`src/rtl/core/rrts_pkg.sv`:
```
// rrts_pkg: item types and codes for the round-robin thread scheduler
// no dependencies; used by round_robin_thread_scheduler
`default_nettype none

package rrts_pkg;

	// fixed field widths of the item ports
	localparam int unsigned MODE_W     = 2;
	localparam int unsigned TICKS_W    = 16;
	localparam int unsigned MASK_W     = 8;
	localparam int unsigned TID_W      = 3;
	localparam int unsigned TIME_OUT_W = 32;

	// request codes
	localparam logic [MODE_W-1:0] MODE_TICK  = 2'd0;
	localparam logic [MODE_W-1:0] MODE_DELAY = 2'd1;
	localparam logic [MODE_W-1:0] MODE_SCHED = 2'd2;

	typedef struct packed {
		logic [MODE_W-1:0]  mode;
		logic [TICKS_W-1:0] delay_ticks;
		logic [MASK_W-1:0]  disabled_mask;
	} req_t;

	typedef struct packed {
		logic [TID_W-1:0]      thread_id;
		logic                  switched;
		logic                  idle;
		logic [MASK_W-1:0]     ready_mask;
		logic [TIME_OUT_W-1:0] time_count;
	} rsp_t;

endpackage

`default_nettype wire

```
`src/rtl/core/round_robin_thread_scheduler.sv`:
```
// round_robin_thread_scheduler: round-robin pick with per-thread delay timers
// depends on rrts_pkg for the item structs and request codes
//
//   channel   handshake              payload
//   req       req_valid/req_ready    rrts_pkg::req_t (mode, delay_ticks, disabled_mask)
//   rsp       rsp_valid/rsp_ready    rrts_pkg::rsp_t (thread_id, switched, idle, ...)
//
// one item per cycle sustained while rsp_ready is high; an accepted item is held in the
// input register, and its result is loaded into the result register once that is free
// the state update and the round-robin pick sit between those two registers
// reset clears the current thread, delay bits, time count and pending flag
// a stalled result register holds the input register, which then drops req_ready
`default_nettype none

module round_robin_thread_scheduler #(
	parameter int unsigned THREADS     = 8,
	parameter int unsigned DELAY_WIDTH = 16,
	parameter int unsigned TIME_WIDTH  = 32
) (
	input  wire logic          clk,
	input  wire logic          arst_n,
	input  wire logic          req_valid,
	output logic               req_ready,
	input  wire rrts_pkg::req_t req,
	output logic               rsp_valid,
	input  wire logic          rsp_ready,
	output rrts_pkg::rsp_t     rsp
);

	localparam int unsigned MW = rrts_pkg::MASK_W;
	localparam int unsigned TW = rrts_pkg::TID_W;
	localparam logic [MW-1:0] THREAD_BITS = MW'((1 << THREADS) - 1);

	// input register
	logic           valid_s1;
	rrts_pkg::req_t req_s1;
	// result register
	logic           valid_s2;
	rrts_pkg::rsp_t rsp_s2;

	// scheduler state
	logic [TW-1:0]          cur_q;
	logic [MW-1:0]          delayed_q;
	logic [DELAY_WIDTH-1:0] cnt_q [THREADS];
	logic [TIME_WIDTH-1:0]  tick_q;
	logic                   pend_q;

	logic advance;

	// next state
	logic [MW-1:0]         nxt_delayed;
	logic [TIME_WIDTH-1:0] nxt_tick;
	logic [TW-1:0]         nxt_cur;
	logic                  nxt_pend;
	logic                  nxt_switched;
	logic                  try_sched;
	logic [MW-1:0]         ready_nxt;
	logic [TW-1:0]         pick_id;
	logic                  pick_found;
	logic [DELAY_WIDTH-1:0] dec [THREADS];
	logic [THREADS-1:0]    dec_zero;

	// handshake: result register frees the input register
	assign advance   = valid_s1 && (!valid_s2 || rsp_ready);
	assign req_ready = !valid_s1 || advance;
	assign rsp_valid = valid_s2;
	assign rsp       = rsp_s2;

	// per-thread countdown
	always_comb begin
		for (int i = 0; i < THREADS; i++) begin
			dec[i]      = cnt_q[i] - DELAY_WIDTH'(1);
			dec_zero[i] = (dec[i] == '0);
		end
	end

	// delay bits, time count and whether a pick is attempted
	always_comb begin
		nxt_delayed = delayed_q;
		nxt_tick    = tick_q;
		try_sched   = 1'b0;
		case (req_s1.mode)
			rrts_pkg::MODE_TICK: begin
				for (int i = 0; i < THREADS; i++) begin
					if (delayed_q[i] && dec_zero[i]) begin
						nxt_delayed[i] = 1'b0;
					end
				end
				nxt_tick  = tick_q + TIME_WIDTH'(1);
				try_sched = pend_q;
			end
			rrts_pkg::MODE_DELAY: begin
				nxt_delayed = delayed_q | ((MW'(1) << cur_q) & THREAD_BITS);
				try_sched   = 1'b1;
			end
			rrts_pkg::MODE_SCHED: begin
				try_sched = 1'b1;
			end
			default: begin
				try_sched = 1'b0;
			end
		endcase
		ready_nxt = ~(req_s1.disabled_mask | nxt_delayed) & THREAD_BITS;
	end

	// round-robin search from the thread after the current one
	always_comb begin
		logic [TW:0] sum;
		pick_id    = cur_q;
		pick_found = |ready_nxt;
		for (int n = THREADS; n >= 1; n--) begin
			sum = {1'b0, cur_q} + (TW+1)'(n);
			if (sum >= (TW+1)'(THREADS)) begin
				sum = sum - (TW+1)'(THREADS);
			end
			if (ready_nxt[sum[TW-1:0]]) begin
				pick_id = sum[TW-1:0];
			end
		end
	end

	// outcome of the pick
	always_comb begin
		nxt_cur      = cur_q;
		nxt_pend     = pend_q;
		nxt_switched = 1'b0;
		if (try_sched) begin
			if (pick_found) begin
				nxt_cur      = pick_id;
				nxt_pend     = 1'b0;
				nxt_switched = 1'b1;
			end else begin
				nxt_pend = 1'b1;
			end
		end
	end

	// control and state registers
	always_ff @(posedge clk or negedge arst_n) begin
		if (!arst_n) begin
			valid_s1  <= 1'b0;
			valid_s2  <= 1'b0;
			cur_q     <= '0;
			delayed_q <= '0;
			tick_q    <= '0;
			pend_q    <= 1'b0;
		end else begin
			if (req_ready) begin
				valid_s1 <= req_valid;
			end
			if (advance) begin
				valid_s2  <= 1'b1;
				cur_q     <= nxt_cur;
				delayed_q <= nxt_delayed;
				tick_q    <= nxt_tick;
				pend_q    <= nxt_pend;
			end else if (rsp_ready) begin
				valid_s2 <= 1'b0;
			end
		end
	end

	// payload registers
	always_ff @(posedge clk) begin
		if (req_ready && req_valid) begin
			req_s1 <= req;
		end
		if (advance) begin
			rsp_s2.thread_id  <= nxt_cur;
			rsp_s2.switched   <= nxt_switched;
			rsp_s2.idle       <= nxt_pend;
			rsp_s2.ready_mask <= ready_nxt;
			rsp_s2.time_count <= rrts_pkg::TIME_OUT_W'(nxt_tick);
		end
	end

	// delay counters: load on delay request, count down on tick
	always_ff @(posedge clk) begin
		if (advance) begin
			for (int i = 0; i < THREADS; i++) begin
				if (req_s1.mode == rrts_pkg::MODE_TICK && delayed_q[i]) begin
					cnt_q[i] <= dec[i];
				end else if (req_s1.mode == rrts_pkg::MODE_DELAY && cur_q == TW'(i)) begin
					cnt_q[i] <= DELAY_WIDTH'(req_s1.delay_ticks);
				end
			end
		end
	end

`ifndef SYNTHESIS
	// no delay bit outside the configured threads
	assert property (@(posedge clk) disable iff (!arst_n)
		(delayed_q & ~THREAD_BITS) == '0)
		else $error("delay bit set beyond thread count");

	// current thread stays in range
	assert property (@(posedge clk) disable iff (!arst_n)
		{1'b0, cur_q} < (TW+1)'(THREADS))
		else $error("current thread out of range");

	// a completed pick is never reported idle, and the chosen thread is ready
	assert property (@(posedge clk) disable iff (!arst_n)
		rsp_valid && rsp.switched |-> !rsp.idle && rsp.ready_mask[rsp.thread_id])
		else $error("switched result inconsistent");

	// a tick advances the time count by one
	assert property (@(posedge clk) disable iff (!arst_n)
		advance && req_s1.mode == rrts_pkg::MODE_TICK
		|=> tick_q == $past(tick_q) + TIME_WIDTH'(1))
		else $error("time count did not advance on tick");

	// input is only held off by a full input register behind a stalled result register
	assert property (@(posedge clk) disable iff (!arst_n)
		!req_ready |-> valid_s1 && valid_s2 && !rsp_ready)
		else $error("input stalled without cause");
`endif

endmodule

`default_nettype wire
```
`config.mk`:
```
export PLATFORM = sky130hd
export DESIGN_NAME = round_robin_thread_scheduler
export DESIGN_NICKNAME = d
export VERILOG_FILES = /design/src/rtl/core/rrts_pkg.sv /design/src/rtl/core/round_robin_thread_scheduler.sv
export SDC_FILE = /design/constraint.sdc
export NUM_CORES = 1
export LEC_CHECK = 0
export ABC_AREA = 1
export CAP_MARGIN = 20
export CORE_UTILIZATION = 59
export DETAILED_ROUTE_END_ITERATION = 6
export DONT_BUFFER_PORTS = 1
export GPL_TIMING_DRIVEN = 1
export PLACE_DENSITY = 0.78
export SYNTH_ARGS = -nofsm -noshare
export SYNTH_HDL_FRONTEND = slang
export SYNTH_SLANG_ARGS = --single-unit
```
`constraint.sdc`:
```
create_clock -name clk -period 2.8 [get_ports clk]
set_input_delay 0.56 -clock clk [delete_from_list [all_inputs] [get_ports clk]]
set_output_delay 0.56 -clock clk [all_outputs]
set_load 0.005 [all_outputs]
```
# Yosys cells after proc, flatten, opt, wreduce, memory -nomap -nowiden
# Memory sizes are Yosys's and may differ from the RTL's.
# Index checks and enable logic that the tools add are counted.
# totals
output_inout_bits	47
wordCells	234
ramBits	128
regBits	117
n_memories	1
# op_classes
n_bitwise	11
order_cmp	16
n_mux	114
add_sub_neg	25
eq_ne	9
reduce_logical	43
shift	1
# memory_table
memory	depth	word_bits	rd	rd_clocked_by_memory_dff	wr	line	text
cnt_q	8	16	8	0	8	round_robin_thread_scheduler.sv:44	logic [DELAY_WIDTH-1:0] cnt_q [THREADS];
# op_table
op	n
16-bit logical NOT	8
16-bit 2-to-1 mux	8
16-bit by 1-bit subtractor with 16-bit output (second input constant)	8
1-bit 2-to-1 mux	77
3-bit 2-to-1 mux	18
32-bit by 1-bit adder with 32-bit output (second input constant)	1
4-bit >= comparator (second input constant)	8
3-bit by 4-bit < comparator with 1-bit output (second input constant)	8
32-bit 2-to-1 mux	1
1-bit logical AND	26
1-bit binary-select mux with 3-bit select	8
3-bit by 1-bit subtractor with 3-bit output (second input constant)	8
3-bit by 3-bit adder with 4-bit output (second input constant)	4
8-bit OR	2
8-bit case mux with 2 select lines	1
3-bit == test (second input constant)	4
3-bit by 2-bit adder with 4-bit output (second input constant)	2
8-bit inverter	1
1-bit OR	8
8-bit OR reduction	1
1-bit by 3-bit << shifter with 8-bit output (first input constant)	1
3-bit by 2-bit == test with 1-bit output (second input constant)	2
3-bit by 1-bit adder with 4-bit output (second input constant)	1
3-bit by 4-bit adder with 4-bit output (second input constant)	1
other kinds (10)	12

# Longest topological paths before layout
# logic_depth
word_depth	19
mapped_depth	28
ltp_nobuf	28

# Least setup slack after synthesis
# OpenSTA, ideal clock, no wires.
# synth_timing
path_kind	in2reg
from	input rsp_ready
to	register rsp_s2, in the netlist rsp[0] (enable)
n_path_buf	1
path_slack_ps	-6
arrival_time_ps	2379
path_stages	5
path_cell_list	inv_1 -> nand2_1 -> nand2_1 -> clkinv_1 -> clkbuf_1
# synth_between
elab_chain_len	2
# synth_lines
element	line	text
start: declaration	round_robin_thread_scheduler.sv:26	input wire logic rsp_ready,
1-bit logical OR	round_robin_thread_scheduler.sv:64	assign advance = valid_s1 && (!valid_s2 || rsp_ready);
1-bit logical AND	round_robin_thread_scheduler.sv:64	
net advance	round_robin_thread_scheduler.sv:48	logic advance;
end: declaration	round_robin_thread_scheduler.sv:39	rrts_pkg::rsp_t rsp_s2;
# The timed path passes the listed nets, and every way through them passes these cells.
# A chain may end at the register's enable or synchronous reset.

# Final worst setup path
# layout_timing
from	register req_s1[25] (netlist name)
to	register rsp_s2, in the netlist rsp[42] (data pin)
# layout_between
elab_chain_len	16
word_cells_on_any_way	35
classes_between	2 x eq/ne; 28 x mux; 2 x bitwise; 3 x reduce/logical
# layout_lines
element	line	text
start: declaration	round_robin_thread_scheduler.sv:36	rrts_pkg::req_t req_s1;
start signal: assignment	round_robin_thread_scheduler.sv:166	req_s1 <= req;
2-bit by 1-bit == test with 1-bit output or 2-bit logical NOT (tied branches)	round_robin_thread_scheduler.sv:82	case (req_s1.mode)
8-bit case mux with 2 select lines	round_robin_thread_scheduler.sv:82	
8-bit OR	round_robin_thread_scheduler.sv:103	ready_nxt = ~(req_s1.disabled_mask | nxt_delayed) & THREAD_BITS;
8-bit inverter	round_robin_thread_scheduler.sv:103	
1-bit binary-select mux with 3-bit select	round_robin_thread_scheduler.sv:116	if (ready_nxt[sum[TW-1:0]]) begin
1-bit 2-to-1 mux (implied by the code)	round_robin_thread_scheduler.sv:116	
3-bit 2-to-1 mux (8 in series)	round_robin_thread_scheduler.sv:116	
3-bit 2-to-1 mux	round_robin_thread_scheduler.sv:128	if (pick_found) begin
3-bit 2-to-1 mux (*)	round_robin_thread_scheduler.sv:127	if (try_sched) begin
net nxt_cur[0]	round_robin_thread_scheduler.sv:53	logic [TW-1:0] nxt_cur;
# Mark *: on every way through the listed nets, which the timed path passes. The rest lies on a longest branch. The select of a mux whose other input is x is not followed.

==> impl_metrics.tcl <==
set metrics [dict create \
    maxSlewHeadroom_pct 50.0 \
    layout_setup_ws_ns -0.247 \
    drt_iter0_drc 1109 \
    numCtsBuffers 26 \
    ios 77 \
    avgSynthCellArea_sq_um 7.83 \
    tightestPinTransition_ns 0.749 \
    rsz0062_at_grt "true" \
    clk-insertion-delay-late_ns 0.54 \
    yosys_register_bits 245 \
    port_buffers 0 \
    finalNonFillerCells 2408 \
    end_kind "flop" \
    critPathKind "reg2reg" \
    hold_class "in2reg" \
    setup-violations-final 11 \
    grt_util_met3_pct 6.04 \
    path_clk_slew_ns 0.06 \
    synthesis.nets 1946 \
    grt_antenna_before_repair 2 \
    start_util_pct 60.5 \
    layout_min_cycle_time_ns 3.05 \
    grt-ovfl-total 0 \
    root_buffer "clkbuf_16" \
    cts_tree "built" \
    drive_gt1_share_pct 19.3 \
    ant_nets 0 \
    cp_data_required_time_ns 3.09 \
    ys.warnings.count 0 \
    clockBufferDepth 3 \
    max_cap_viol_count 0 \
    die_h_microns 160 \
    status "finished with violations" \
    cp_max_fo 6 \
    p_per_area_nw_per_um2 696 \
    worst_path_largest_cell_delay_ns 0.41 \
    synth_edf_count 199 \
    vias 13200 \
    final-hold-violation-count 0 \
    cp_slowest_cell "edfxtp_1" \
    syn_inst 1889 \
    async_flop_share_pct 18.8 \
    drc 0 \
    finalClockSkew_ns 0.0158 \
    ys_types 42 \
    violations "setup timing" \
    regArea_sq_um 7130 \
    cp-start-kind "flop" \
    max-vdd-ir-drop_mv 1.06 \
    synth_flop_cell "edfxtp_1" \
    grt_start_max_net_pins 88 \
    die_area_sq_um 25700 \
    grt.busiest_layer "met2" \
    cts.sinks 245 \
    grt_pass1_wl_microns 60700 \
    post-route-period-util_pct 109 \
    place_inst 2327 \
    syn-cell-area_sq_um 14800 \
    fmax_ghz 0.328 \
    met1_usage_pct 38.7 \
    nets 2120 \
    std_cell_rows 57 \
    path_common_cell "nand2_2" \
    preCtsSetupSlack_ns -0.325 \
    area_delta_synth_final_pct 20.8 \
    drt-pass1-iter-count 7 \
    use_met2_pct 48.9 \
    htreeDepth 1 \
    num-fill-cells 1756 \
    hpwl_microns 26600 \
    die_x_microns 160 \
    grt_pass1_vias 12300 \
    core_area_sq_um 24500 \
    ys_seq_area_share_pct 48.2 \
    multiInputGateArea_sq_um 7080 \
    worstPathArrival_ns 3.34 \
    grt_usage_pct 29.6 \
    drt-total-wl_microns 39900 \
    wl_per_cell_microns 16.6 \
    viasPerCell 5.49 \
    final_max_slew_viol_count 0 \
    total_leakage_power_uw 0.00804 \
    place_congestion 0.920 \
]
-- routing by layer --
metal	up-vias	wire length (microns)
met5	-	0
met4	0	1580
met3	107	3490
met2	530	18800
met1	6125	16000
li1	6458	-
-- worst max-delay path: cells and delay by family, from the launching register on --
kind	cells	cell delay (ns)
and+or+nand+nor	22	1.81
DFF	1	0.41
buffers and inverters	5	0.38
adders and majority gates	1	0.17
-- registers in the layout (all words and copies together), names as in the netlist --
register and flops:
delayed_q 8, rsp_valid 1, pend_q 1, tick_q 32
cnt_q 128, rsp 45, valid_s1 1, cur_q 3
req_s1 26
-- power breakdown --
group          switching, uW  internal (uW)
Combinational           2480           1490
Clock                   1440           2050
Sequential               411           4570
Total                   4330           8120
-- cells by family after synthesis --
kind of cell	Yosys count	share of synthesized area [%]
DFF	245	48.2
and+or+nand+nor	1076	32.0
AOI/OAI and AO/OA	208	7.41
xor gates and xnor gates	49	2.90
buffers and inverters	284	7.29
adders and majority gates	27	2.28
-- through the flow --
| step | hold WS (ns) | total power, uW | utilization, % | instance area, sq um | TNS (ns) |
|---|---|---|---|---|---|
| 2_1_floorplan | 0.264 | 7180 | - | 14800 | 0 |
| 4_1_cts | 0.0964 | 12000 | 70.6 | 17300 | -0.784 |
| 3_5_place_dp | 0.266 | 8410 | 66.2 | 16200 | -2.18 |
| 3_3_place_gp | 0.266 | 8320 | 66.2 | 16200 | -1.18 |
| 6_report | 0.111 | 12400 | 73.1 | 17900 | -1.13 |
| 5_1_grt | 0.0951 | 13000 | 73.0 | 17900 | -3.63 |
-- layout by cell type, fill, tap and decap left out, drive strengths merged --
cell / n
xnor2: 10
o21ai: 163
a21oi: 25
nand3b: 31
dfrtp: 46
bufinv: 2
and2: 3
nand3: 115
o21bai: 3
diode: 1
ha: 27
nand4: 20
o21a: 1
or4: 1
nand2: 617
a21o: 1
a21boi: 2
inv: 242
or2: 2
clkbuf: 36
buf: 182
nor4: 5
clkinvlp: 3
xor2: 39
edfxtp: 199
nor3b: 1
dlygate4sd3: 1
clkinv: 12
nor3: 19
nor2: 262
a31oi: 13
-- synth_stat cells, drive strengths merged, types with 5 or more instances --
master / number / area, sq um
nand2: 617 / 2390
nand3b: 31 / 233
clkbuf: 28 / 106
buf: 9 / 45.1
o21ai: 163 / 827
ha: 27 / 338
clkinv: 6 / 22.5
edfxtp: 199 / 5980
a21oi: 25 / 125
nor4: 5 / 31.3
nand3: 115 / 656
a31oi: 13 / 81.3
dfrtp: 46 / 1150
nor3: 19 / 110
xnor2: 10 / 87.6
inv: 241 / 905
nand4: 20 / 125
nor2: 262 / 1140
xor2: 39 / 342
-- worst paths after layout --
kind | startpoint | endpoint | slack, ns | depth (start not counted)
max in group asynchronous | arst_n | cur_q[0]$_DFFE_PN0P_ | 2.03 | 2
min in group asynchronous | arst_n | tick_q[26]$_DFFE_PN0P_ | 0.54 | 2
max reg2reg | req_s1[25]$_DFFE_PP_ | rsp[42]$_DFFE_PP_ | -0.25 | 28
max | req_s1[25]$_DFFE_PP_ | rsp[42]$_DFFE_PP_ | -0.25 | 28
min | req[13] | req_s1[13]$_DFFE_PP_ | 0.11 | 0
min reg2reg | delayed_q[5]$_DFFE_PN0P_ | delayed_q[5]$_DFFE_PN0P_ | 0.50 | 2
-- what timing repair did --
action | 4_1_cts | 5_1_grt
endpoints found under the hold margin | 46 | 0
buffers inserted | 7 | 23
hold buffers | 2 | 0
pin swaps | 16 | 39
gates resized for setup | 26 | 106
setup endpoints to repair | 15 | 28
-- area by class of cell --
cell class	instances	share of cell area, %
Clock inverter	12	0.651
Tap cell	324	2.27
Sequential cell	245	39.9
Timing Repair Buffer	183	8.16
Clock buffer	36	4.19
Antenna cell	1	0.0140
Multi-Input combinational cell	1360	39.6
Inverter	247	5.23
Note: power is estimated with default switching activity, not from simulation.
